[config.mk]
export PLATFORM = sky130hd
export DESIGN_NAME = tprb_ctrl
export DESIGN_NICKNAME = d
export VERILOG_FILES = /design/src/rtl/tprb_pkg.sv /design/src/rtl/tprb_ctrl.sv
export SDC_FILE = /design/constraint.sdc
export NUM_CORES = 1
export LEC_CHECK = 0
export ABC_AREA = 1
export ABC_CLOCK_PERIOD_IN_PS = 1410
export BUFFER_PORTS_ARGS = -buffer_cell sky130_fd_sc_hd__buf_2
export CAP_MARGIN = 20
export CORE_MARGIN = 2
export CORE_UTILIZATION = 52
export DETAILED_ROUTE_END_ITERATION = 16
export PLACE_DENSITY_LB_ADDON = 0.15
export SLEW_MARGIN = 0
export SYNTH_ARGS = -nofsm -noshare
export SYNTH_HDL_FRONTEND = slang
export SYNTH_SLANG_ARGS = --single-unit
[constraint.sdc]
create_clock -name clk -period 1.41 [get_ports clk]
set_input_delay 0.141 -clock clk [delete_from_list [all_inputs] [get_ports clk]]
set_output_delay 0.141 -clock clk [all_outputs]
set_load 0.01 [all_outputs]
[src/rtl/tprb_pkg.sv]
`timescale 1ns / 1ps
// ----------------------------------------------------------------------------
// tprb_pkg
// Shared types and constants of the timed packet ring buffer.
// ----------------------------------------------------------------------------
package tprb_pkg;

  localparam int BUF_BYTES = 65536;
  localparam int AW        = $clog2(BUF_BYTES);
  localparam int CW        = AW + 1;
  localparam int HDR_BYTES = 40;
  localparam int HDR_RD    = 33;
  localparam int EV_RD     = 12;
  localparam int LIMIT_W   = 36;
  localparam int DATA_W    = 192;
  localparam int WIN_W     = 12;
  localparam int LEN_W     = 17;
  localparam int CNT_W     = 6;
  localparam logic [23:0] TICKS = 24'd10000000;
  localparam logic [WIN_W-1:0] WIN_RESET = 12'd30;

  typedef enum logic [2:0] {
    OP_BEGIN  = 3'd0,
    OP_BYTE   = 3'd1,
    OP_REWIND = 3'd2,
    OP_NEXT   = 3'd3,
    OP_CLEAR  = 3'd4
  } op_t;

  typedef enum logic [2:0] {
    ST_DONE    = 3'd0,
    ST_REJECT  = 3'd1,
    ST_IGNORED = 3'd2,
    ST_HEADER  = 3'd3,
    ST_BYTE    = 3'd4,
    ST_EMPTY   = 3'd5
  } status_t;

  typedef enum logic [3:0] {
    A_NONE, A_REJECT, A_LATCH, A_BYTE, A_REWIND, A_CLEAR, A_BYTE_RD, A_EV_RD,
    A_HDR_RD, A_DIFF, A_EVICT, A_HW_STEP, A_HW_DONE, A_HDR_OUT, A_BYTE_OUT
  } act_t;

  typedef enum logic [3:0] {
    S_IDLE, S_EV_CHK, S_EV_RD, S_EV_DIFF, S_EV_DEC, S_HW, S_HW_DONE,
    S_HDR_RD, S_HDR_OUT, S_BYTE_RD
  } state_t;

  typedef struct packed {
    act_t             act;
    logic [CNT_W-1:0] cnt;
    logic             emit;
    status_t          status;
  } cmd_t;

  typedef struct packed {
    logic out_free;
    logic too_big;
    logic open;
    logic used_nz;
    logic left_zero;
    logic pkt_zero;
    logic evict_now;
  } dp_stat_t;

endpackage

[src/rtl/tprb_ctrl.sv]
`timescale 1ns / 1ps
// ----------------------------------------------------------------------------
// tprb_ctrl
// Sequencer that walks eviction, header writes and header reads.
// ----------------------------------------------------------------------------
module tprb_ctrl (
  input  logic                     clk,
  input  logic                     rst,
  input  logic                     in_valid,
  input  logic [2:0]               in_op,
  output logic                     in_ready,
  input  tprb_pkg::dp_stat_t       stat,
  output tprb_pkg::cmd_t           cmd
);
  import tprb_pkg::*;

  state_t           state, state_next;
  logic [CNT_W-1:0] cnt, cnt_next;

  always_ff @(posedge clk) begin
    if (rst) begin
      state <= S_IDLE;
      cnt   <= '0;
    end else begin
      state <= state_next;
      cnt   <= cnt_next;
    end
  end

  always_comb begin
    state_next = state;
    cnt_next   = cnt;
    in_ready   = 1'b0;
    cmd.act    = A_NONE;
    cmd.cnt    = cnt;
    cmd.emit   = 1'b0;
    cmd.status = ST_DONE;
    case (state)
      S_IDLE: begin
        in_ready = stat.out_free;
        if (in_valid && stat.out_free) begin
          case (op_t'(in_op))
            OP_BEGIN: begin
              if (stat.too_big) begin
                cmd.act    = A_REJECT;
                cmd.emit   = 1'b1;
                cmd.status = ST_REJECT;
              end else begin
                cmd.act    = A_LATCH;
                state_next = S_EV_CHK;
              end
            end
            OP_BYTE: begin
              cmd.emit = 1'b1;
              if (stat.open) begin
                cmd.act = A_BYTE;
              end else begin
                cmd.status = ST_IGNORED;
              end
            end
            OP_REWIND: begin
              cmd.act  = A_REWIND;
              cmd.emit = 1'b1;
            end
            OP_CLEAR: begin
              cmd.act  = A_CLEAR;
              cmd.emit = 1'b1;
            end
            OP_NEXT: begin
              if (stat.left_zero) begin
                cmd.emit   = 1'b1;
                cmd.status = ST_EMPTY;
              end else if (stat.pkt_zero) begin
                cnt_next   = '0;
                state_next = S_HDR_RD;
              end else begin
                cmd.act    = A_BYTE_RD;
                state_next = S_BYTE_RD;
              end
            end
            default: begin
              cmd.emit   = 1'b1;
              cmd.status = ST_IGNORED;
            end
          endcase
        end
      end
      S_EV_CHK: begin
        cnt_next   = '0;
        state_next = stat.used_nz ? S_EV_RD : S_HW;
      end
      S_EV_RD: begin
        cmd.act  = A_EV_RD;
        cnt_next = cnt + CNT_W'(1);
        if (cnt == CNT_W'(EV_RD)) begin
          state_next = S_EV_DIFF;
        end
      end
      S_EV_DIFF: begin
        cmd.act    = A_DIFF;
        state_next = S_EV_DEC;
      end
      S_EV_DEC: begin
        cnt_next = '0;
        if (stat.evict_now) begin
          cmd.act    = A_EVICT;
          state_next = S_EV_CHK;
        end else begin
          state_next = S_HW;
        end
      end
      S_HW: begin
        cmd.act  = A_HW_STEP;
        cnt_next = cnt + CNT_W'(1);
        if (cnt == CNT_W'(HDR_BYTES - 1)) begin
          state_next = S_HW_DONE;
        end
      end
      S_HW_DONE: begin
        if (stat.out_free) begin
          cmd.act    = A_HW_DONE;
          cmd.emit   = 1'b1;
          state_next = S_IDLE;
        end
      end
      S_HDR_RD: begin
        cmd.act  = A_HDR_RD;
        cnt_next = cnt + CNT_W'(1);
        if (cnt == CNT_W'(HDR_RD)) begin
          state_next = S_HDR_OUT;
        end
      end
      S_HDR_OUT: begin
        if (stat.out_free) begin
          cmd.act    = A_HDR_OUT;
          cmd.emit   = 1'b1;
          cmd.status = ST_HEADER;
          state_next = S_IDLE;
        end
      end
      S_BYTE_RD: begin
        if (stat.out_free) begin
          cmd.act    = A_BYTE_OUT;
          cmd.emit   = 1'b1;
          cmd.status = ST_BYTE;
          state_next = S_IDLE;
        end
      end
      default: begin
        state_next = S_IDLE;
      end
    endcase
  end

endmodule

==> results list <==
- After floorplanning, the core was divided into 16 placement rows.
* Number of non-filler instances in the completed layout: 263
- The startpoint identified for the worst register-to-register timing path is state[1].
* Total setup violations reported at the end of the flow: 18
- Based on the critical path, the design can be clocked at up to ~600 MHz.
* Adder-cell share of the synthesized area: under 10%
- The path with the worst hold slack has its endpoint at cnt[3].
- In this run the cell area of the synthesized design comes to ~0.0011 sq mm.
* Power consumption: about 2.7 mW
- The max-slew violation total from the final report is 0.
* Endpoint arrival time on the critical path: 1.55 ns
- The first routing iteration left 34 violations.
- Share of flip-flops with an asynchronous set or reset: 0%
- Peak supply drop: ~1.2 mV
- Cts-stage hold buffer count: 0
- Type of origin of the critical path: flip-flop
- Detailed-route vias per instance: around 5.4
* Post-synthesis cell count: between 150 and 200
- From synthesis to final layout, the design area changed by 53.8%.
- Summing all multi-input logic gate instances after layout gives around 960 sq um.
* Top cells by area, synth: sky130_fd_sc_hd__dfxtp_1 19%, sky130_fd_sc_hd__nand2_1 17%, sky130_fd_sc_hd__nand3_1 12%
- The synthesized design contains 10 register bits.
* Hold-critical path depth: 2
* Post-route clock skew: between 0.002 and 0.003 ns
- Sink count of the clock tree: 10
- Fraction of the yosys area taken by sequential cells: a little under a fifth
- STA classifies the critical path endpoint as a primary output.
* Setup slack, reg-to-reg: -0.17 ns
- Multiplexer cells account for 0% of the synthesized area.
- EDFF count, synth: 0
- Summing the areas of all and, or, nand and nor instances in the mapped netlist gives 53.5% of the synthesized area.
* ANT cells: 0
- Pre-CTS WS: -0.0621 ns
- DR DRC count: 0
* Post-Synth XOR/XNOR Area: around 1.6%
* Die Ht: between 40 and 50 um
* Detailed Routing Iterations Pass 1: 5
* Final period demand of the worst path: approximately 1.7 ns
* Outcome: finished with violations
- The number of antenna violations at the first check in global routing came to 0.
- The final reports fail on setup timing.
* Leading cell type in the layout, fill and taps excluded: sky130_fd_sc_hd__nand2_1
* Routed wire length per instance: roughly 14 um
* Clock-pin transition on the worst setup and hold timing paths: around 0.080 ns
- The later pin in the worst-skew pair is clocked with a latency of ~0.27 ns.
* Die area: ~0.0025 sq mm
* Layout cells sized above 1: a little under half
* Top FF cell, synth: sky130_fd_sc_hd__dfxtp_1
- Nets: between 200 and 300
* Final RePlAce weighted congestion: roughly 1.0
- Ratio of total power to cell area: roughly 1600 mW/mm^2
- The synthesized netlist devotes 13.7% of its cell area to compound gates.
- Static Leak: 0.784 nW
- Bufs on Longest Clock Path: 2
- Path category of the worst min-delay check: input port to flip-flop
* Crit share post-route: 120%
- The layout has 130 filler cells.
- RSZ-0062 raised after global routing: true
- The floorplan step set the die width to 49.5 um.
* Endpoint of the most critical register-to-register path: state[3]
- Path depth of the worst reg2reg path: 11
* Path type of the worst setup path: flip-flop to primary output
- Buffers placed on the I/O ports in this run total 27.
- Clock buffers created by TritonCTS: 3
- Once detailed placement completed, the half-perimeter wirelength came to approximately 2.3 mm.
* Main combinational cell family by area after synthesis: simple AND/OR/NAND/NOR gates
* Worst Tran Pin Value: about 0.3 ns
- Total nets after synthesis: 203
- Critical path fanouts, max: 4
- TritonCTS built the clock tree.
- In this run, placement finished with an instance count of about 250.
* Residual antenna-violating net count after detailed routing: 0
* Starting utilization of the core area: 54.9%
- Final worst-path setup slack: -0.284 ns
- The routed design has between 3 and 4 mm of wire.
- Required time worst endpoint: 1.27 ns
- Leading cell types in the layout, fill and taps excluded: 37 x sky130_fd_sc_hd__nand2_1, 27 x sky130_fd_sc_hd__buf_2, 20 x sky130_fd_sc_hd__nor2_1
- Final Hold Vio Count: 0
- Maximum number of pins on one net before global-route repair: 9
- Counting distinct cell types in the post-synthesis netlist gives 25.
* Vias: ~1400
* Global-route wire length before repair: 5.57 mm
* Io pins: 28
- Placeable core area: slightly below 0.002 sq mm
* Post-route cell area: 0.00166 sq mm
- Total number of H-tree levels: 1
- Startpoint of the lowest-slack hold path: rst
* Post-synth top area cell: sky130_fd_sc_hd__dfxtp_1
- Area taken by flip-flops and latches: 218 sq um
* Portion of synthesized cell area occupied by the leading cell type: around 19%
- Total number of yosys warnings: 0
- Relative max-transition margin: 79.9%
- Avg Synthesized Cell Area: 5.76 sq um
- Max-Cap Viols: 0
- Clock tree root buffer cell: sky130_fd_sc_hd__clkbuf_4
* GRT Total Usage: slightly below 30%
- The placed instances occupy a cell area of roughly 0.0013 sq mm.
- After global routing the overflow that remains totals 0.
* Number of global-route vias before repair: roughly 1300
[where the power goes]
group / switching, mW / internal, mW
sequential: 0.0765 / 0.355
combinational: 1.12 / 0.846
clock: 0.115 / 0.157
total: 1.31 / 1.36
[worst max path at each step]
stage / start / to / cells after the start
2_1_floorplan: cnt[0] / state[0] / 10
3_3_place_gp: cnt[1] / state[3] / 10
3_5_place_dp: cnt[1] / state[3] / 10
4_1_cts: state[2] / cmd[10] / 8
5_1_grt: state[3] / cmd[12] / 8
6_report: state[3] / cmd[12] / 8
[cells in the mapped netlist, types with 3 or more instances]
master and count:
sky130_fd_sc_hd__nand2_1 48, sky130_fd_sc_hd__nand3_1 25, sky130_fd_sc_hd__nor2_1 23, sky130_fd_sc_hd__inv_1 20
sky130_fd_sc_hd__a21oi_1 12, sky130_fd_sc_hd__dfxtp_1 10, sky130_fd_sc_hd__nor2_2 6, sky130_fd_sc_hd__o21ai_0 6
sky130_fd_sc_hd__inv_2 5, sky130_fd_sc_hd__nor2_4 5, sky130_fd_sc_hd__nor3_1 5, sky130_fd_sc_hd__ha_1 3
sky130_fd_sc_hd__nand2_2 3
[logic make-up after synthesis]
kind of cell	after synthesis
and+or+nand+nor	120
xor gates and xnor gates	2
buffers and inverters	26
DFF	10
adders and majority gates	3
AOI/OAI and AO/OA	26
[layer usage]
metal  track usage [%]  vias up  part of all wire, %  wire length, um
li1                  -      701                    -                -
met1              35.1      657                   44             1620
met2              52.5       49                   49             1800
met3              6.06       12                  4.6              168
met4              6.48        0                  2.1               76
met5                 0        -                    0                0
[metrics by stage]
stage | setup TNS, ns | hold WS (ns) | utilization (%)
after floorplan | 0 | 0.210 | -
after global placement | -0.111 | 0.403 | 66.6
after detailed placement | -0.199 | 0.411 | 66.6
after CTS | -1.17 | 0.123 | 77.7
after global routing | -3.82 | 0.138 | 84.4
final | -2.53 | 0.124 | 84.4
[sequential cells by signal, indices dropped and copies added, names as in the netlist]
name   cells
cnt        6
state      4
[layout make-up]
type | count | share of cell area (%)
inverters | 25 | 6.12
multi-input cells | 151 | 57.8
well taps | 27 | 2.04
repair buffers | 46 | 18.7
clock buffers | 4 | 2.19
flip-flops and latches | 10 | 13.1
[critical path: stages, from the launching register on]
cell and delay [ns]:
sky130_fd_sc_hd__dfxtp_4 0.37, sky130_fd_sc_hd__nor2_4 0.15, sky130_fd_sc_hd__nand2_4 0.07, sky130_fd_sc_hd__nor2_4 0.10
sky130_fd_sc_hd__nand2_2 0.09, sky130_fd_sc_hd__a21oi_4 0.17, sky130_fd_sc_hd__o21ai_1 0.10, sky130_fd_sc_hd__nand3b_1 0.11
sky130_fd_sc_hd__buf_2 0.13
[what timing repair did]
item                       4_1_cts  5_1_grt
buffers inserted                10        2
pin swaps                       13       12
setup endpoints to repair       12       18
gates resized for setup         36       25
(Power assumes the default switching activity.)
